File: config.mk
export PLATFORM = sky130hd
export DESIGN_NAME = uri_component_splitter_top
export DESIGN_NICKNAME = d
export VERILOG_FILES = /design/src/sv/ucs_pkg.sv /design/src/sv/ucs_parse.sv /design/src/sv/ucs_emit.sv /design/src/sv/uri_component_splitter_top.sv
export VERILOG_INCLUDE_DIRS = /design/src /design/src/sv
export SDC_FILE = /design/constraint.sdc
export NUM_CORES = 1
export LEC_CHECK = 0
export BUFFER_PORTS_ARGS = -buffer_cell sky130_fd_sc_hd__buf_2
export CORE_MARGIN = 8
export CORE_UTILIZATION = 50
export CTS_BUF_LIST = sky130_fd_sc_hd__clkbuf_16
export DETAILED_ROUTE_END_ITERATION = 12
export PLACE_DENSITY_LB_ADDON = 0.15
export SYNTH_ARGS = -nofsm -noshare
export SYNTH_HDL_FRONTEND = slang
export SYNTH_SLANG_ARGS = --single-unit
File: constraint.sdc
create_clock -name clk -period 13.5 [get_ports clk]
set_clock_uncertainty 0.15 [all_clocks]
set_input_delay 4.05 -clock clk [delete_from_list [all_inputs] [get_ports clk]]
set_output_delay 4.05 -clock clk [all_outputs]
set_load 0.1 [all_outputs]
File: src/sv/uri_component_splitter_top_defines.svh
`ifndef URI_COMPONENT_SPLITTER_TOP_DEFINES_SVH
`define URI_COMPONENT_SPLITTER_TOP_DEFINES_SVH

// Check cons in the same cycle as ante.
`define UCS_ASSERT_NOW(lbl, ante, cons, msg) \
  lbl: assert property (@(posedge clk) disable iff (rst) (ante) |-> (cons)) else $error(msg);

// Check cons in the cycle after ante.
`define UCS_ASSERT_NEXT(lbl, ante, cons, msg) \
  lbl: assert property (@(posedge clk) disable iff (rst) (ante) |=> (cons)) else $error(msg);

`endif

File: src/sv/ucs_pkg.sv
package ucs_pkg;

  typedef enum logic [2:0] {
    SEC_PROTOCOL = 3'd0,
    SEC_HOST     = 3'd1,
    SEC_PATH     = 3'd2,
    SEC_QUERY    = 3'd3,
    SEC_FRAGMENT = 3'd4
  } sec_t;

  typedef enum logic [2:0] {
    KIND_PROTOCOL = 3'd0,
    KIND_HOST     = 3'd1,
    KIND_PATH     = 3'd2,
    KIND_QUERY    = 3'd3,
    KIND_FRAGMENT = 3'd4,
    KIND_SUMMARY  = 3'd5
  } kind_t;

  typedef enum logic [1:0] {
    PH_SPACE  = 2'd0,
    PH_DIGITS = 2'd1,
    PH_DONE   = 2'd2
  } phase_t;

  localparam logic [7:0] CH_COLON = 8'h3a;
  localparam logic [7:0] CH_SLASH = 8'h2f;
  localparam logic [7:0] CH_HASH  = 8'h23;
  localparam logic [7:0] CH_QUEST = 8'h3f;
  localparam logic [7:0] CH_PLUS  = 8'h2b;
  localparam logic [7:0] CH_MINUS = 8'h2d;
  localparam logic [7:0] CH_SPACE = 8'h20;
  localparam logic [7:0] CH_TAB   = 8'h09;
  localparam logic [7:0] CH_CR    = 8'h0d;
  localparam logic [7:0] CH_ZERO  = 8'h30;
  localparam logic [7:0] CH_NINE  = 8'h39;

  localparam int MAG_W   = 31;
  localparam int PORT_W  = 32;
  localparam int GRP_N   = 3;
  localparam int TDATA_W = 48;
  localparam int TUSER_W = 3;

  localparam logic [MAG_W-1:0] PORT_MAX = '1;

  typedef struct packed {
    kind_t            kind;
    logic [7:0]       ch;
    logic [MAG_W-1:0] mag;
    logic             neg;
    logic             given;
    logic             defl;
    logic             valid;
    logic             last;
  } item_t;

  typedef struct packed {
    logic [1:0]        cnt;
    item_t [GRP_N-1:0] items;
  } grp_t;

  function automatic item_t char_item(kind_t k, logic [7:0] c);
    item_t it;
    it      = '0;
    it.kind = k;
    it.ch   = c;
    return it;
  endfunction

endpackage

File: src/sv/ucs_parse.sv
`include "uri_component_splitter_top_defines.svh"

module ucs_parse (
  input  logic          clk,
  input  logic          rst,
  input  logic          fire,
  input  logic [7:0]    in_byte,
  input  logic          in_last,
  output ucs_pkg::grp_t grp
);
  import ucs_pkg::*;

  sec_t             section, section_next;
  logic [1:0]       held, held_next;
  logic [MAG_W-1:0] accum, accum_next;
  logic             neg, neg_next;
  phase_t           phase, phase_next;
  logic             seen, seen_next;
  logic             path_has, path_has_next;

  logic             is_ws, is_sign, is_digit;
  logic [1:0]       pre, nch;
  logic [MAG_W+3:0] acc_x10;
  logic [MAG_W-1:0] acc_sat;
  item_t            summ;

  always_ff @(posedge clk) begin
    if (rst) begin
      section  <= SEC_PROTOCOL;
      held     <= '0;
      accum    <= '0;
      neg      <= 1'b0;
      phase    <= PH_SPACE;
      seen     <= 1'b0;
      path_has <= 1'b0;
    end else begin
      section  <= section_next;
      held     <= held_next;
      accum    <= accum_next;
      neg      <= neg_next;
      phase    <= phase_next;
      seen     <= seen_next;
      path_has <= path_has_next;
    end
  end

  assign is_ws    = (in_byte == CH_SPACE) || ((in_byte >= CH_TAB) && (in_byte <= CH_CR));
  assign is_sign  = (in_byte == CH_PLUS) || (in_byte == CH_MINUS);
  assign is_digit = (in_byte >= CH_ZERO) && (in_byte <= CH_NINE);
  assign acc_x10  = ({4'b0, accum} << 3) + ({4'b0, accum} << 1)
                  + {{(MAG_W){1'b0}}, in_byte[3:0]};
  assign acc_sat  = (acc_x10 > {4'b0, PORT_MAX}) ? PORT_MAX : acc_x10[MAG_W-1:0];

  always_comb begin
    section_next  = section;
    held_next     = held;
    accum_next    = accum;
    neg_next      = neg;
    phase_next    = phase;
    seen_next     = seen;
    path_has_next = path_has;
    pre           = 2'd0;
    nch           = 2'd0;
    summ          = '0;
    grp           = '0;
    if (fire) begin
      unique case (section)
        SEC_PROTOCOL: begin
          if ((held == 2'd1) && (in_byte == CH_SLASH)) begin
            held_next = 2'd2;
          end else if ((held == 2'd2) && (in_byte == CH_SLASH)) begin
            held_next    = 2'd0;
            section_next = SEC_HOST;
          end else begin
            // release held bytes, then treat this byte afresh
            pre = (held == 2'd2) ? 2'd2 : ((held == 2'd1) ? 2'd1 : 2'd0);
            grp.items[0] = char_item(KIND_PROTOCOL, CH_COLON);
            grp.items[1] = char_item(KIND_PROTOCOL, CH_SLASH);
            if (in_byte == CH_COLON) begin
              held_next = 2'd1;
              nch       = pre;
            end else begin
              held_next      = 2'd0;
              grp.items[pre] = char_item(KIND_PROTOCOL, in_byte);
              nch            = pre + 2'd1;
            end
          end
        end
        SEC_HOST: begin
          if (in_byte == CH_SLASH) begin
            section_next  = SEC_PATH;
            path_has_next = 1'b1;
            grp.items[0]  = char_item(KIND_PATH, in_byte);
            nch           = 2'd1;
          end else if (in_byte == CH_QUEST) begin
            section_next = SEC_QUERY;
          end else if (in_byte == CH_HASH) begin
            section_next = SEC_FRAGMENT;
          end else if (seen) begin
            unique case (phase)
              PH_SPACE: begin
                if (is_ws) begin
                  phase_next = PH_SPACE;
                end else if (is_sign) begin
                  neg_next   = (in_byte == CH_MINUS);
                  phase_next = PH_DIGITS;
                end else if (is_digit) begin
                  accum_next = acc_sat;
                  phase_next = PH_DIGITS;
                end else begin
                  phase_next = PH_DONE;
                end
              end
              PH_DIGITS: begin
                if (is_digit) begin
                  accum_next = acc_sat;
                end else begin
                  phase_next = PH_DONE;
                end
              end
              default: phase_next = phase;
            endcase
          end else if (in_byte == CH_COLON) begin
            seen_next = 1'b1;
          end else begin
            grp.items[0] = char_item(KIND_HOST, in_byte);
            nch          = 2'd1;
          end
        end
        SEC_PATH: begin
          if (in_byte == CH_QUEST) begin
            section_next = SEC_QUERY;
          end else if (in_byte == CH_HASH) begin
            section_next = SEC_FRAGMENT;
          end else begin
            path_has_next = 1'b1;
            grp.items[0]  = char_item(KIND_PATH, in_byte);
            nch           = 2'd1;
          end
        end
        SEC_QUERY: begin
          if (in_byte == CH_HASH) begin
            section_next = SEC_FRAGMENT;
          end else begin
            grp.items[0] = char_item(KIND_QUERY, in_byte);
            nch          = 2'd1;
          end
        end
        default: begin
          section_next = SEC_FRAGMENT;
          grp.items[0] = char_item(KIND_FRAGMENT, in_byte);
          nch          = 2'd1;
        end
      endcase

      grp.cnt = nch;
      if (in_last) begin
        summ.kind = KIND_SUMMARY;
        summ.last = 1'b1;
        if (section_next == SEC_PROTOCOL) begin
          // no separator: drop pending characters, report invalid
          grp.items[0] = summ;
          grp.cnt      = 2'd1;
        end else begin
          summ.mag       = accum_next;
          summ.neg       = neg_next;
          summ.given     = seen_next;
          summ.defl      = !path_has_next;
          summ.valid     = 1'b1;
          grp.items[nch] = summ;
          grp.cnt        = nch + 2'd1;
        end
        section_next  = SEC_PROTOCOL;
        held_next     = '0;
        accum_next    = '0;
        neg_next      = 1'b0;
        phase_next    = PH_SPACE;
        seen_next     = 1'b0;
        path_has_next = 1'b0;
      end
    end
  end

  `UCS_ASSERT_NOW(a_held_in_protocol, held != 2'd0, section == SEC_PROTOCOL,
                  "held bytes outside protocol section")
  `UCS_ASSERT_NOW(a_phase_needs_colon, phase != PH_SPACE, seen,
                  "port decoding advanced without a colon")
  `UCS_ASSERT_NOW(a_accum_needs_colon, accum != '0, seen,
                  "port value without a colon")
  `UCS_ASSERT_NEXT(a_clear_after_last, fire && in_last,
                   (section == SEC_PROTOCOL) && (held == 2'd0) && !seen && !path_has,
                   "parser not cleared after final byte")

endmodule

File: src/sv/ucs_emit.sv
`include "uri_component_splitter_top_defines.svh"

module ucs_emit (
  input  logic                        clk,
  input  logic                        rst,
  input  logic                        load,
  input  ucs_pkg::grp_t               grp,
  output logic                        free,
  output logic                        m_tvalid,
  input  logic                        m_tready,
  // char_out[7:0], port_value[39:8], port_given[40], path_defaulted[41],
  // uri_valid[42], zero fill
  output logic [ucs_pkg::TDATA_W-1:0] m_tdata,
  // kind[2:0]
  output logic [ucs_pkg::TUSER_W-1:0] m_tuser,
  output logic                        m_tlast
);
  import ucs_pkg::*;

  logic [1:0]        cnt;
  item_t [GRP_N-1:0] items;
  item_t             head;
  logic [PORT_W-1:0] mag_ext, port_value;
  logic              take;

  assign take     = m_tvalid && m_tready;
  assign free     = (cnt == 2'd0) || ((cnt == 2'd1) && m_tready);
  assign m_tvalid = (cnt != 2'd0);
  assign head     = items[0];
  assign mag_ext  = {1'b0, head.mag};

  always_comb begin
    if (head.kind != KIND_SUMMARY) begin
      port_value = '0;
    end else if (!head.given) begin
      port_value = '1;
    end else if (head.neg) begin
      port_value = '0 - mag_ext;
    end else begin
      port_value = mag_ext;
    end
  end

  assign m_tdata = {{(TDATA_W - 43){1'b0}}, head.valid, head.defl, head.given,
                    port_value, head.ch};
  assign m_tuser = head.kind;
  assign m_tlast = head.last;

  always_ff @(posedge clk) begin
    if (rst) begin
      cnt <= 2'd0;
    end else if (load) begin
      cnt <= grp.cnt;
    end else if (take) begin
      cnt <= cnt - 2'd1;
    end
  end

  always_ff @(posedge clk) begin
    if (load) begin
      items <= grp.items;
    end else if (take) begin
      items <= {items[GRP_N-1], items[GRP_N-1:1]};
    end
  end

  `UCS_ASSERT_NOW(a_last_is_summary, m_tvalid && m_tlast, m_tuser == KIND_SUMMARY,
                  "tlast on a character item")
  `UCS_ASSERT_NOW(a_summary_is_last, m_tvalid && (m_tuser == KIND_SUMMARY), m_tlast,
                  "summary without tlast")
  `UCS_ASSERT_NEXT(a_load_shows, load && (grp.cnt != 2'd0), m_tvalid,
                   "loaded results not presented")

endmodule

File: src/sv/uri_component_splitter_top.sv
// URI splitter: one URI byte per input item (tlast marks the final byte);
// each byte comes back as a protocol, host, path, query or fragment item in
// tuser, delimiters (bar the slash that opens a path) and port text are
// dropped, and the final byte adds a summary item (tlast high) with the
// decoded port and flags. A byte is registered at the input, then parsed and
// loaded into the result buffer once that is empty or its last item is taken;
// a byte yields at most three results (held ":/" released by a protocol byte,
// or a character plus summary), sent one per cycle while m_tready is high.
module uri_component_splitter_top (
  input  logic                        clk,
  input  logic                        rst,
  input  logic                        s_tvalid,
  output logic                        s_tready,
  // byte_in[7:0]
  input  logic [7:0]                  s_tdata,
  input  logic                        s_tlast,
  output logic                        m_tvalid,
  input  logic                        m_tready,
  // char_out[7:0], port_value[39:8], port_given[40], path_defaulted[41],
  // uri_valid[42], zero fill
  output logic [ucs_pkg::TDATA_W-1:0] m_tdata,
  // kind[2:0]
  output logic [ucs_pkg::TUSER_W-1:0] m_tuser,
  output logic                        m_tlast
);
  import ucs_pkg::*;

  logic       in_valid;
  logic [7:0] in_byte;
  logic       in_last;
  logic       free, load;
  grp_t       grp;

  assign load     = in_valid && free;
  assign s_tready = !in_valid || free;

  always_ff @(posedge clk) begin
    if (rst) begin
      in_valid <= 1'b0;
    end else if (s_tvalid && s_tready) begin
      in_valid <= 1'b1;
    end else if (free) begin
      in_valid <= 1'b0;
    end
  end

  always_ff @(posedge clk) begin
    if (s_tvalid && s_tready) begin
      in_byte <= s_tdata;
      in_last <= s_tlast;
    end
  end

  ucs_parse u_parse (
    .clk     (clk),
    .rst     (rst),
    .fire    (load),
    .in_byte (in_byte),
    .in_last (in_last),
    .grp     (grp)
  );

  ucs_emit u_emit (
    .clk      (clk),
    .rst      (rst),
    .load     (load),
    .grp      (grp),
    .free     (free),
    .m_tvalid (m_tvalid),
    .m_tready (m_tready),
    .m_tdata  (m_tdata),
    .m_tuser  (m_tuser),
    .m_tlast  (m_tlast)
  );

endmodule

==> results of run 1 <==
## final cells by class
class	count	area (um2)
Timing Repair Buffer	70	373
Fill cell	2120	10600
Multi-Input combinational cell	953	6040
Inverter	38	144
Tap cell	319	399
Sequential cell	186	5140
Clock buffer	17	425
Clock inverter	14	129
## cell usage after synthesis, types with 5 or more instances
cell type | n | area [um2]
sky130_fd_sc_hd__nand2_1 | 157 | 589
sky130_fd_sc_hd__edfxtp_1 | 142 | 4260
sky130_fd_sc_hd__nor2_1 | 115 | 432
sky130_fd_sc_hd__o21ai_0 | 99 | 495
sky130_fd_sc_hd__a21oi_1 | 88 | 440
sky130_fd_sc_hd__clkbuf_1 | 70 | 263
sky130_fd_sc_hd__ha_1 | 70 | 876
sky130_fd_sc_hd__nor3_1 | 48 | 240
sky130_fd_sc_hd__o31ai_1 | 48 | 360
sky130_fd_sc_hd__dfxtp_1 | 44 | 881
sky130_fd_sc_hd__inv_1 | 37 | 139
sky130_fd_sc_hd__xor2_1 | 36 | 315
sky130_fd_sc_hd__nand3_1 | 22 | 110
sky130_fd_sc_hd__xnor2_1 | 20 | 175
sky130_fd_sc_hd__buf_4 | 19 | 143
sky130_fd_sc_hd__a21o_1 | 18 | 135
sky130_fd_sc_hd__and3_1 | 14 | 87.6
sky130_fd_sc_hd__nand4_1 | 14 | 87.6
sky130_fd_sc_hd__and2_1 | 12 | 75.1
sky130_fd_sc_hd__o211ai_1 | 12 | 90.1
sky130_fd_sc_hd__a32o_1 | 10 | 100
sky130_fd_sc_hd__nor2b_1 | 10 | 62.6
sky130_fd_sc_hd__or2_2 | 10 | 62.6
sky130_fd_sc_hd__nand2b_1 | 9 | 56.3
sky130_fd_sc_hd__or3_1 | 9 | 56.3
sky130_fd_sc_hd__o41ai_1 | 7 | 61.3
sky130_fd_sc_hd__a211oi_1 | 6 | 45.0
sky130_fd_sc_hd__a22o_1 | 6 | 52.6
sky130_fd_sc_hd__o21ai_1 | 6 | 30.0
sky130_fd_sc_hd__a31oi_1 | 5 | 31.3
sky130_fd_sc_hd__buf_2 | 5 | 25.0
sky130_fd_sc_hd__mux2i_1 | 5 | 50.1
sky130_fd_sc_hd__nand3b_1 | 5 | 37.5
sky130_fd_sc_hd__nor4_1 | 5 | 31.3
sky130_fd_sc_hd__o21a_1 | 5 | 37.5
sky130_fd_sc_hd__or4_1 | 5 | 37.5
## cell families after synthesis
group	share of synthesized area
flip-flops	0.438
AND/OR/NAND/NOR	0.181
buffers and inverters	0.0501
adder cells (fa/ha/maj)	0.0780
XOR/XNOR	0.0432
multiplexers	0.00522
AO/OA/AOI/OAI	0.205
other	0.000319
## path summary, 6_finish.rpt
kind,cells past startpoint,to,slack (ns),start
setup reg to reg,13,u_emit.head[7]$_DFFE_PP_,7.44,in_byte[3]$_DFFE_PP_
hold reg to reg,2,u_emit.cnt[1]$_SDFFE_PP0P_,0.31,u_emit.cnt[1]$_SDFFE_PP0P_
hold / removal,2,u_emit.cnt[1]$_SDFFE_PP0P_,0.31,u_emit.cnt[1]$_SDFFE_PP0P_
setup / recovery,4,s_tready,4.54,m_tready
## flip-flops by register name, indices dropped and copies added, names as in the netlist, 2 cells and up
signal and count:
u_emit.m_tdata 11, u_emit.m_tuser 3, u_parse.held 2, u_emit.head 32, u_emit.cnt 2, u_parse.phase 2, in_byte 8, u_parse.accum 31
u_emit.items 86, u_parse.section 3
## where the power goes
group	internal, W	leakage [nW]	switching, W
combinational	0.0000906	3.07	0.000377
clock	0.000243	0.265	0.000237
sequential	0.000725	1.74	0.0000497
## stage by stage
stage / instance area, um2 / total power, W / cells / setup slack, ns
floorplan: 11800 / 0.00119 / 1273 / 4.49
global placement: 12100 / 0.00125 / 1566 / 4.54
detailed placement: 12100 / 0.00126 / 1566 / 4.53
CTS: 12700 / 0.00173 / 1597 / 4.53
global route: 12700 / 0.00179 / 1597 / 4.46
finish: 12700 / 0.00172 / 1597 / 4.54
## critical path: stages
cell                      delay [ns]
sky130_fd_sc_hd__buf_2          0.10
sky130_fd_sc_hd__a21oi_1        0.21
sky130_fd_sc_hd__nand2_1        0.09
sky130_fd_sc_hd__buf_2          0.30
## routing by layer
layer,up-vias,track usage,routed length [um]
met5,-,0,0
met4,0,0.0416,243
met3,18,0.0309,2110
met2,304,0.285,12000
met1,4432,0.308,14300
li1,4638,-,-
## cells in the final DEF, fill, tap and decap left out, types with 17 or more instances in the layout
cell                        count
sky130_fd_sc_hd__nand2_1      157
sky130_fd_sc_hd__edfxtp_1     142
sky130_fd_sc_hd__nor2_1       115
sky130_fd_sc_hd__o21ai_0       99
sky130_fd_sc_hd__a21oi_1       88
sky130_fd_sc_hd__ha_1          70
sky130_fd_sc_hd__buf_2         61
sky130_fd_sc_hd__nor3_1        48
sky130_fd_sc_hd__o31ai_1       48
sky130_fd_sc_hd__dfxtp_1       44
sky130_fd_sc_hd__xor2_1        36
sky130_fd_sc_hd__inv_1         35
sky130_fd_sc_hd__nand3_1       22
sky130_fd_sc_hd__xnor2_1       20
sky130_fd_sc_hd__a21o_1        18
sky130_fd_sc_hd__clkbuf_16     17
==> results.txt, run 1 <==
----------------------------------------------------
[STA]
  Final setup viols ... 0
  Setup TNS ... 0 ns
  Number of hold-slack violations in the final timing report ... 0
  RSZ-0062 raised after global routing ... no
  Pins Over Slew Limit ... 0
  Actual slew at the worst max-slew pin ... approximately 1.1 ns
  Relative slew margins ... 0.262
  Worst slack on hold paths ... 0.312 ns
  Top achievable clock speed ... roughly 110 MHz
  Period Utilization, post-route ... 0.664
  Min Clock Period, post-route ... roughly 9 ns

[CTS]
  Post-CTS Repair Setup Buffers ... 0
  CTS Hold Bufs ... 0
  Total clock buffers created by CTS ... 17
  H-tree levels ... 4
  CTS Sinks ... between 150 and 200
  Cells resized by post-CTS repair ... 0
  Clock-pin slew on the worst setup and hold paths ... 0.08 ns
  Clk Latency, worst-skew pair ... approximately 0.44 ns
  Maximum buffer depth of the clock tree ... 2
  Root Buffer ... sky130_fd_sc_hd__clkbuf_16
  TritonCTS clock tree ... built

[Synthesis]
  Commonest register cell after synthesis ... sky130_fd_sc_hd__edfxtp_1
  Sequential fraction of the synthesis area ... 0.438
  Distinct cell type count of the synthesized netlist ... 79
  Number of enable-type register cells in the synthesized netlist ... around 140
  Total number of yosys warnings ... 0
  FFs w/ async S/R, synth ... 0
  Flip-flop and latch count after synthesis ... 186
  Mapped cell area ... roughly 12000 um2
  Post-synthesis cell count ... 1269
  Synthesized area divided by synthesized cell count ... just over 9 um2

[Cells and area]
  Area added between synthesis and finish ... 7.76%
  Proportion of layout cells with a drive suffix above 1 ... 0.106
  Final antenna diode count ... 0
  Net count of the finished layout ... roughly 1400
  Final core area utilization ... 0.544

[Route]
  Average wire per cell in the routed design ... approximately 18 um
  Final wirelength ... 28600 um
  DR iter-0 viols ... ~840
  Vias ... between 9000 and 10000
  TritonRoute pass-1 iters ... 6
  Number of nets with antenna violations after detailed routing ... 0
  Number of design rule violations left after detail routing ... 0
  Average vias per placed instance ... 5.88

[Run status]
  Status ... completed

[Die]
  Vertical die dimension ... around 170 um
  I/O pin total ... 67
  Std-Cell Rows ... 56
  Total Die Area ... between 20000 and 30000 um2
  Starting Density ... 0.505
  Core area ... 23300 um2
  Die outline width ... between 150 and 200 um

[Global routing]
  Initial antenna violation count ... 0
  Number of global-route vias before repair ... approximately 8400
  Global router's overall resource usage ... 0.199
  GRT overflow ... 0
  Maximum number of pins on one net before global-route repair ... 90
  Global-route wire length before repair ... 46000 um

[Min path]
  Min-Delay Path Class ... reg -> reg

[Power]
  Peak supply drop ... between 0.08 and 0.09 mV
  Leakage component of the power ... slightly above 5 nW
  Cell area power density ... 136 nW/um2

[Setup path]
  Nature of the critical path startpoint ... input pin
  Maximum fanout along the worst path ... 3
  Sort of element at the end of the critical path ... output pin
  Arrival time worst endpoint ... 4.76 ns
  Type of the worst setup path ... in -> out
  Critical path required time ... around 9.3 ns

[Run]
  Number of violations of the max-capacitance limit ... 0

[Place]
  Total of buffers placed on input and output ports ... approximately 60
  Routability-driven placement congestion ratio ... a little under 0.9
  Post-detailed-placement half-perimeter wirelength ... a little over 20000 um

----------------------------------------------------
Note: power is estimated with default switching activity, not from simulation.
==> run 2, diff against run 1 <==
==> constraint.sdc (replaced) <==
create_clock -name clk -period 8 [get_ports clk]
set_clock_uncertainty 0.15 [all_clocks]
set_input_delay 2.4 -clock clk [delete_from_list [all_inputs] [get_ports clk]]
set_output_delay 2.4 -clock clk [all_outputs]
set_load 0.1 [all_outputs]
==> run 2 against run 1 <==
  * Worst setup slack got worse by 2.8 ns
  * Worst hold slack improved by 0.0038 ns
  * Global-route usage rose by 0.11 points
  * Core utilization rose by 0.070 points
  * Clock-buffer cell count did not move
  * Final area rose by 0.13%
  * Register-to-register slack got worse by 4.8 ns
==> results.txt, run 2 (same netlist as run 1, synthesis figures left out) <==
----------------------------------------------------
[Setup path]
  Type of the worst setup path ... reg -> out (was in -> out)
  Nature of the critical path startpoint ... register (was input pin)
  Reg2Reg Capture Point ... u_emit.head[7]$_DFFE_PP_ (unchanged)
  Crit path max-delay cell type ... sky130_fd_sc_hd__or4_1 (was sky130_fd_sc_hd__buf_2)
  Sort of element at the end of the critical path ... output pin (unchanged)
  Critical path required time ... 5.45 ns (was 9.30 ns)
  Cell Chain, Critical Path ... nor4_1 -> nand2b_1 -> nor2_1 -> nand3_1 -> or4_1 -> or3_1 -> o21ai_0 -> xor2_1 -> a21oi_1 -> buf_2 (was buf_2 -> a21oi_1 -> nand2_1 -> buf_2)
  Crit-path max cell delay ... 0.60 ns (was 0.30 ns)
  CP Launch Point ... u_emit.head[9]$_DFFE_PP_ (was m_tready)
  Maximum fanout along the worst path ... 6 (was 3)
  Capturing element of the worst setup path ... m_tdata[38] (was s_tready)
  Register-to-register setup slack ... 2.69 ns (was 7.44 ns)
  Crit path depth ... 10 (was 4)
  Depth of the most critical reg-to-reg path ... 13 (unchanged)
  Largest delay contributor family on the critical path ... simple AND/OR/NAND/NOR gates (was buffers and inverters)
  Worst reg2reg path startpoint ... in_byte[3]$_DFFE_PP_ (unchanged)
  Worst Path Buf+Inv ... 1 (was 2)
  Arrival time worst endpoint ... 3.68 ns (was 4.76 ns)

[STA]
  Number of hold-slack violations in the final timing report ... 0 (unchanged)
  Setup TNS ... 0 ns (unchanged)
  Period Utilization, post-route ... 0.779
  Min Clock Period, post-route ... just over 6 ns
  Actual slew at the worst max-slew pin ... 1.12 ns (was 1.10 ns)
  Final setup margin ... 1.77 ns (was 4.54 ns)
  Pins Over Slew Limit ... 0 (unchanged)
  Relative slew margins ... 0.253 (was 0.262)
  Final setup viols ... 0 (unchanged)
  RSZ-0062 raised after global routing ... no (unchanged)
  Top achievable clock speed ... around 160 MHz

[CTS]
  H-tree levels ... 4 (unchanged)
  Clk Latency, worst-skew pair ... 0.43 ns (was 0.44 ns)
  Clock-pin slew on the worst setup and hold paths ... 0.08 ns (about the same)
  Cells resized by post-CTS repair ... 0 (unchanged)
  Total clock buffers created by CTS ... 17 (unchanged)
  Root Buffer ... sky130_fd_sc_hd__clkbuf_16 (unchanged)
  TritonCTS clock tree ... built (unchanged)
  CTS Hold Bufs ... 0 (unchanged)
  Maximum buffer depth of the clock tree ... 2 (unchanged)
  CTS Sinks ... 186 (unchanged)
  Post-CTS Repair Setup Buffers ... 0 (unchanged)

[Place]
  Post-detailed-placement half-perimeter wirelength ... 20400 um (was 20500 um)
  DP Worst Slack ... 2.21 ns (was 4.53 ns)
  Routability-driven placement congestion ratio ... 0.847 (was 0.874)
  Total of buffers placed on input and output ports ... 61 (unchanged)

[Global routing]
  Maximum number of pins on one net before global-route repair ... 74 (was 90)
  Number of global-route vias before repair ... 8613 (was 8401)
  Global-route wire length before repair ... 46400 um (was 46000 um)
  Global router's overall resource usage ... 0.200 (was 0.199)
  Initial antenna violation count ... 0 (unchanged)
  GRT overflow ... 0 (unchanged)

[Run]
  Number of violations of the max-capacitance limit ... 0 (unchanged)

[Power]
  Portion of total power attributed to sequential cells ... 0.451 (was 0.450)
  Peak supply drop ... 0.156 mV (was 0.0822 mV)
  Leakage component of the power ... 5.09 nW (was 5.07 nW)
  Cell area power density ... 229 nW/um2 (was 136 nW/um2)
  Switch Pwr ... 0.00112 W (was 0.000663 W)
  Comb power frac ... 0.273 (was 0.271)
  Total power ... 0.00291 W (was 0.00172 W)
  Switching share of power ... 0.385 (about the same)
  Internal power consumption ... 0.00179 W (was 0.00106 W)
  Portion of total power attributed to the clock network ... 0.277 (was 0.279)

[Route]
  Final wirelength ... 28800 um (was 28600 um)
  Average vias per placed instance ... 5.88 (about the same)
  Number of design rule violations left after detail routing ... 0 (unchanged)
  DR iter-0 viols ... 808 (was 841)
  Number of nets with antenna violations after detailed routing ... 0 (unchanged)
  Vias ... 9410 (was 9392)
  Average wire per cell in the routed design ... 18.0 um (was 17.9 um)
  TritonRoute pass-1 iters ... 6 (unchanged)

[Run status]
  Status ... completed (unchanged)

[Cells and area]
  Fill cells ... 2129 (was 2120)
  Commonest non-fill, non-tap cell in the layout ... sky130_fd_sc_hd__nand2_1 (unchanged)
  Max reg flops ... 86 (unchanged)
  Final antenna diode count ... 0 (unchanged)
  Area added between synthesis and finish ... 7.90% (was 7.76%)
  Proportion of layout cells with a drive suffix above 1 ... 0.108 (was 0.106)
  Area used by sequential logic in the layout ... 5140 um2 (unchanged)
  Top register by number of flip-flops ... u_emit.items (unchanged)
  Most frequent cells in the layout ... 157 x sky130_fd_sc_hd__nand2_1, 142 x sky130_fd_sc_hd__edfxtp_1, 115 x sky130_fd_sc_hd__nor2_1 (unchanged)
  Net count of the finished layout ... 1353 (was 1351)
  Area occupied by multi-input gates ... 6040 um2 (unchanged)

[Die]
  I/O pin total ... 67 (unchanged)
  Std-Cell Rows ... 56 (unchanged)
  Starting Density ... 0.505 (unchanged)
  Total Die Area ... 28600 um2 (unchanged)
  Vertical die dimension ... 169 um (unchanged)
  Core area ... 23300 um2 (unchanged)
  Die outline width ... 169 um (unchanged)

[Min path]
  Min-Delay Path Class ... reg -> reg (unchanged)

----------------------------------------------------
-- run 2: power groups by stage --
stage	sequential [W]	clock (W)	combinational (W)
2_1_floorplan	0.00131	0	0.000695
3_3_place_gp	0.00132	0	0.000791
3_5_place_dp	0.00133	0	0.000794
4_1_cts	0.00131	0.000812	0.000797
5_1_grt	0.00133	0.000850	0.000844
6_report	0.00131	0.000804	0.000792
-- run 2: how the worst min path moves through the flow --
stage	from	end	slack, ns	depth (start not counted)
final	u_emit.cnt[1]$_SDFFE_PP0P_	u_emit.cnt[1]$_SDFFE_PP0P_	0.32	2
after global routing	u_emit.cnt[1]$_SDFFE_PP0P_	u_emit.cnt[1]$_SDFFE_PP0P_	0.34	2
after CTS	u_emit.cnt[1]$_SDFFE_PP0P_	u_emit.cnt[1]$_SDFFE_PP0P_	0.32	2
after detailed placement	u_emit.cnt[1]$_SDFFE_PP0P_	u_emit.cnt[1]$_SDFFE_PP0P_	0.31	2
after global placement	u_emit.cnt[1]$_SDFFE_PP0P_	u_emit.cnt[1]$_SDFFE_PP0P_	0.29	2
after floorplan	u_emit.cnt[1]$_SDFFE_PP0P_	u_emit.cnt[1]$_SDFFE_PP0P_	0.28	2
-- run 2: layer usage --
metal	vias to the layer above	routed length, um	share of wire	global-route usage
met5	-	0	0	0
li1	4644	-	-	-
met3	24	2090	0.072	0.0321
met4	0	278	0.0097	0.0439
met1	4430	14300	0.50	0.301
met2	312	12100	0.42	0.296
-- run 2: tightest hold or removal path, stage by stage, from the launching register on --
cell and delay, ns:
sky130_fd_sc_hd__dfxtp_1 0.32, sky130_fd_sc_hd__nand2_1 0.06, sky130_fd_sc_hd__a21oi_1 0.05
-- run 2: through the flow --
stage / area [um2] / utilization / std cells / hold WS [ns]
floorplan: 11800 / - / 1273 / 0.282
global placement: 12100 / 0.521 / 1568 / 0.293
detailed placement: 12100 / 0.521 / 1568 / 0.305
CTS: 12700 / 0.545 / 1599 / 0.317
global route: 12700 / 0.545 / 1599 / 0.339
finish: 12700 / 0.545 / 1599 / 0.316
-- run 2: cell type report --
| type | count | share of cell area |
|---|---|---|
| Inverter | 38 | 0.0114 |
| Timing Repair Buffer | 72 | 0.0306 |
| Multi-Input combinational cell | 953 | 0.477 |
| Clock buffer | 17 | 0.0336 |
| Clock inverter | 14 | 0.0103 |
| Tap cell | 319 | 0.0315 |
| Sequential cell | 186 | 0.406 |
==> run 3, diff against run 2 <==
==> constraint.sdc (replaced) <==
create_clock -name clk -period 5.2 [get_ports clk]
set_clock_uncertainty 0.15 [all_clocks]
set_input_delay 1.56 -clock clk [delete_from_list [all_inputs] [get_ports clk]]
set_output_delay 1.56 -clock clk [all_outputs]
set_load 0.1 [all_outputs]
==> run 3 against run 2 <==
  * Die area unchanged
  * Via count up 1.2%
  * Clock power up 70%
  * Worst setup slack got worse by 1.7 ns
  * Sequential power grew 54%
  * Critical path depth shrank 2
  * Routed wire length grew 2.5%
  * Largest cell class unchanged
==> results.txt, run 3 (same netlist as run 1, synthesis figures left out) <==
----------------------------------------------------
[Die]
  Vertical die dimension ... 169 um (unchanged)
  Core area ... 23300 um2 (unchanged)
  I/O pin total ... 67 (unchanged)
  Starting Density ... 0.505 (unchanged)
  Total Die Area ... 28600 um2 (unchanged)
  Die outline width ... 169 um (unchanged)
  Std-Cell Rows ... 56 (unchanged)

[STA]
  Final setup margin ... 0.0930 ns (was 1.77 ns)
  Final setup viols ... 0 (unchanged)
  Min Clock Period, post-route ... between 5 and 6 ns
  Pins Over Slew Limit ... 0 (unchanged)
  Top achievable clock speed ... approximately 200 MHz
  Actual slew at the worst max-slew pin ... 1.14 ns (was 1.12 ns)
  Number of hold-slack violations in the final timing report ... 0 (unchanged)
  Period Utilization, post-route ... 0.982
  Relative slew margins ... 0.242 (was 0.253)

[Cells and area]
  Net count of the finished layout ... 1367 (was 1353)
  Commonest non-fill, non-tap cell in the layout ... sky130_fd_sc_hd__nand2_1 (unchanged)
  Final antenna diode count ... 0 (unchanged)
  Cell Count, Final, Fillers Out ... 1614 (was 1599)
  Finished layout cell area ... 13000 um2 (was 12700 um2)
  Final core area utilization ... 0.558 (was 0.545)
  Top register by number of flip-flops ... u_emit.items (unchanged)
  Most frequent cells in the layout ... 157 x sky130_fd_sc_hd__nand2_1, 142 x sky130_fd_sc_hd__edfxtp_1, 114 x sky130_fd_sc_hd__nor2_1 (was 157 x sky130_fd_sc_hd__nand2_1, 142 x sky130_fd_sc_hd__edfxtp_1, 115 x sky130_fd_sc_hd__nor2_1)
  Max reg flops ... 86 (unchanged)
  Proportion of layout cells with a drive suffix above 1 ... 0.134 (was 0.108)
  Area added between synthesis and finish ... 10.5% (was 7.90%)

[Setup path]
  Sort of element at the end of the critical path ... output pin (unchanged)
  Nature of the critical path startpoint ... register (unchanged)
  Critical path required time ... 3.49 ns (was 5.45 ns)
  Crit-path max cell delay ... 0.56 ns (was 0.60 ns)
  Crit path max-delay cell type ... sky130_fd_sc_hd__or4_4 (was sky130_fd_sc_hd__or4_1)
  Type of the worst setup path ... reg -> out (unchanged)
  Largest delay contributor family on the critical path ... simple AND/OR/NAND/NOR gates (unchanged)
  Cell Chain, Critical Path ... or4_4 -> or4_4 -> or3_1 -> or3_4 -> o31ai_2 -> xor2_1 -> a21oi_2 -> buf_12 (was nor4_1 -> nand2b_1 -> nor2_1 -> nand3_1 -> or4_1 -> or3_1 -> o21ai_0 -> xor2_1 -> a21oi_1 -> buf_2)
  Worst Path Buf+Inv ... 1 (unchanged)
  Most frequent CP cell ... sky130_fd_sc_hd__or4_4
  Arrival time worst endpoint ... 3.40 ns (was 3.68 ns)
  Maximum fanout along the worst path ... 4 (was 6)

[Route]
  DR iter-0 viols ... 868 (was 808)
  TritonRoute pass-1 iters ... 7 (was 6)
  Number of design rule violations left after detail routing ... 0 (unchanged)
  Final wirelength ... 29500 um (was 28800 um)
  Average vias per placed instance ... 5.90 (was 5.88)
  Vias ... 9527 (was 9410)
  Number of nets with antenna violations after detailed routing ... 0 (unchanged)
  Average wire per cell in the routed design ... 18.3 um (was 18.0 um)

[Place]
  Post-detailed-placement half-perimeter wirelength ... 21300 um (was 20400 um)
  DP Worst Slack ... 0.428 ns (was 2.21 ns)
  Routability-driven placement congestion ratio ... 0.860 (was 0.847)
  Total placed cells including tap cells ... 1579 (was 1568)
  Total cell area at the placement stage ... 12300 um2 (was 12100 um2)
  Total of buffers placed on input and output ports ... 61 (unchanged)

[CTS]
  Root Buffer ... sky130_fd_sc_hd__clkbuf_16 (unchanged)
  Clk Latency, worst-skew pair ... 0.43 ns (about the same)
  H-tree levels ... 4 (unchanged)
  Maximum buffer depth of the clock tree ... 2 (unchanged)
  Clock-pin slew on the worst setup and hold paths ... 0.08 ns (about the same)
  Total clock buffers created by CTS ... 17 (unchanged)
  TritonCTS clock tree ... built (unchanged)
  CTS Hold Bufs ... 0 (unchanged)
  CTS Sinks ... 186 (unchanged)

[Min path]
  Min-Delay Path Class ... reg -> reg (unchanged)

[Global routing]
  Global router's overall resource usage ... 0.203 (was 0.200)
  Maximum number of pins on one net before global-route repair ... 80 (was 74)
  GRT overflow ... 0 (unchanged)
  Global-route wire length before repair ... 47300 um (was 46400 um)
  Number of global-route vias before repair ... 8651 (was 8613)
  Initial antenna violation count ... 0 (unchanged)

[Power]
  Peak supply drop ... 0.227 mV (was 0.156 mV)
  Leakage component of the power ... 5.21 nW (was 5.09 nW)
  Cell area power density ... 359 nW/um2 (was 229 nW/um2)

[Run]
  Number of violations of the max-capacitance limit ... 0 (unchanged)

[Run status]
  Status ... completed (unchanged)

----------------------------------------------------
[run 3: what timing repair did]
item / CTS / global route
endpoints found under the setup margin: 4 / 10
gates resized for setup: 1 / 11
gates cloned: 0 / 0
pin swaps: 0 / 1
setup buffers: 0 / 3
[run 3: worst paths after layout]
check / from / endpoint / slack (ns) / cells after the start
max reg2reg: in_byte[3]$_DFFE_PP_ / u_emit.head[14]$_DFFE_PP_ / 0.56 / 14
min reg2reg: u_emit.cnt[1]$_SDFFE_PP0P_ / u_emit.cnt[1]$_SDFFE_PP0P_ / 0.31 / 2
min: u_emit.cnt[1]$_SDFFE_PP0P_ / u_emit.cnt[1]$_SDFFE_PP0P_ / 0.31 / 2
max: u_emit.head[23]$_DFFE_PP_ / m_tdata[37] / 0.09 / 8
[run 3: through the flow]
step	hold slack, ns	total power [W]	TNS (ns)
4_1_cts	0.316	0.00466	0
6_report	0.311	0.00465	0
3_5_place_dp	0.305	0.00331	0
5_1_grt	0.333	0.00483	-0.0240
3_3_place_gp	0.292	0.00329	0
2_1_floorplan	0.282	0.00310	0
[run 3: worst min-delay path, stage by stage (launching register included)]
cell and delay, ns:
sky130_fd_sc_hd__dfxtp_1 0.31, sky130_fd_sc_hd__nand2_1 0.06, sky130_fd_sc_hd__a21oi_1 0.05
[run 3: layout make-up]
class	instances	area [um2]
well taps	319	399
inverters	38	144
flip-flops and latches	186	5140
repair buffers	86	541
clock inverters	15	195
multi-input cells	953	6130
fillers	2138	10300
clock buffers	17	425
[run 3: routing by layer]
metal,vias up,wire length (um),part of all wire,track usage
met1,4479,14500,0.49,0.315
met5,-,0,0,0
met4,0,454,0.015,0.0485
met2,340,12300,0.42,0.290
li1,4680,-,-,-
met3,28,2280,0.077,0.0307
[run 3: where the power goes]
| part | switching, W | total (W) | internal [W] | leakage [nW] |
|---|---|---|---|---|
| logic | 0.00100 | 0.00127 | 0.000270 | 3.16 |
| clock network | 0.000627 | 0.00137 | 0.000738 | 0.306 |
| registers | 0.000137 | 0.00202 | 0.00188 | 1.74 |
| total | 0.00177 | 0.00465 | 0.00289 | 5.21 |
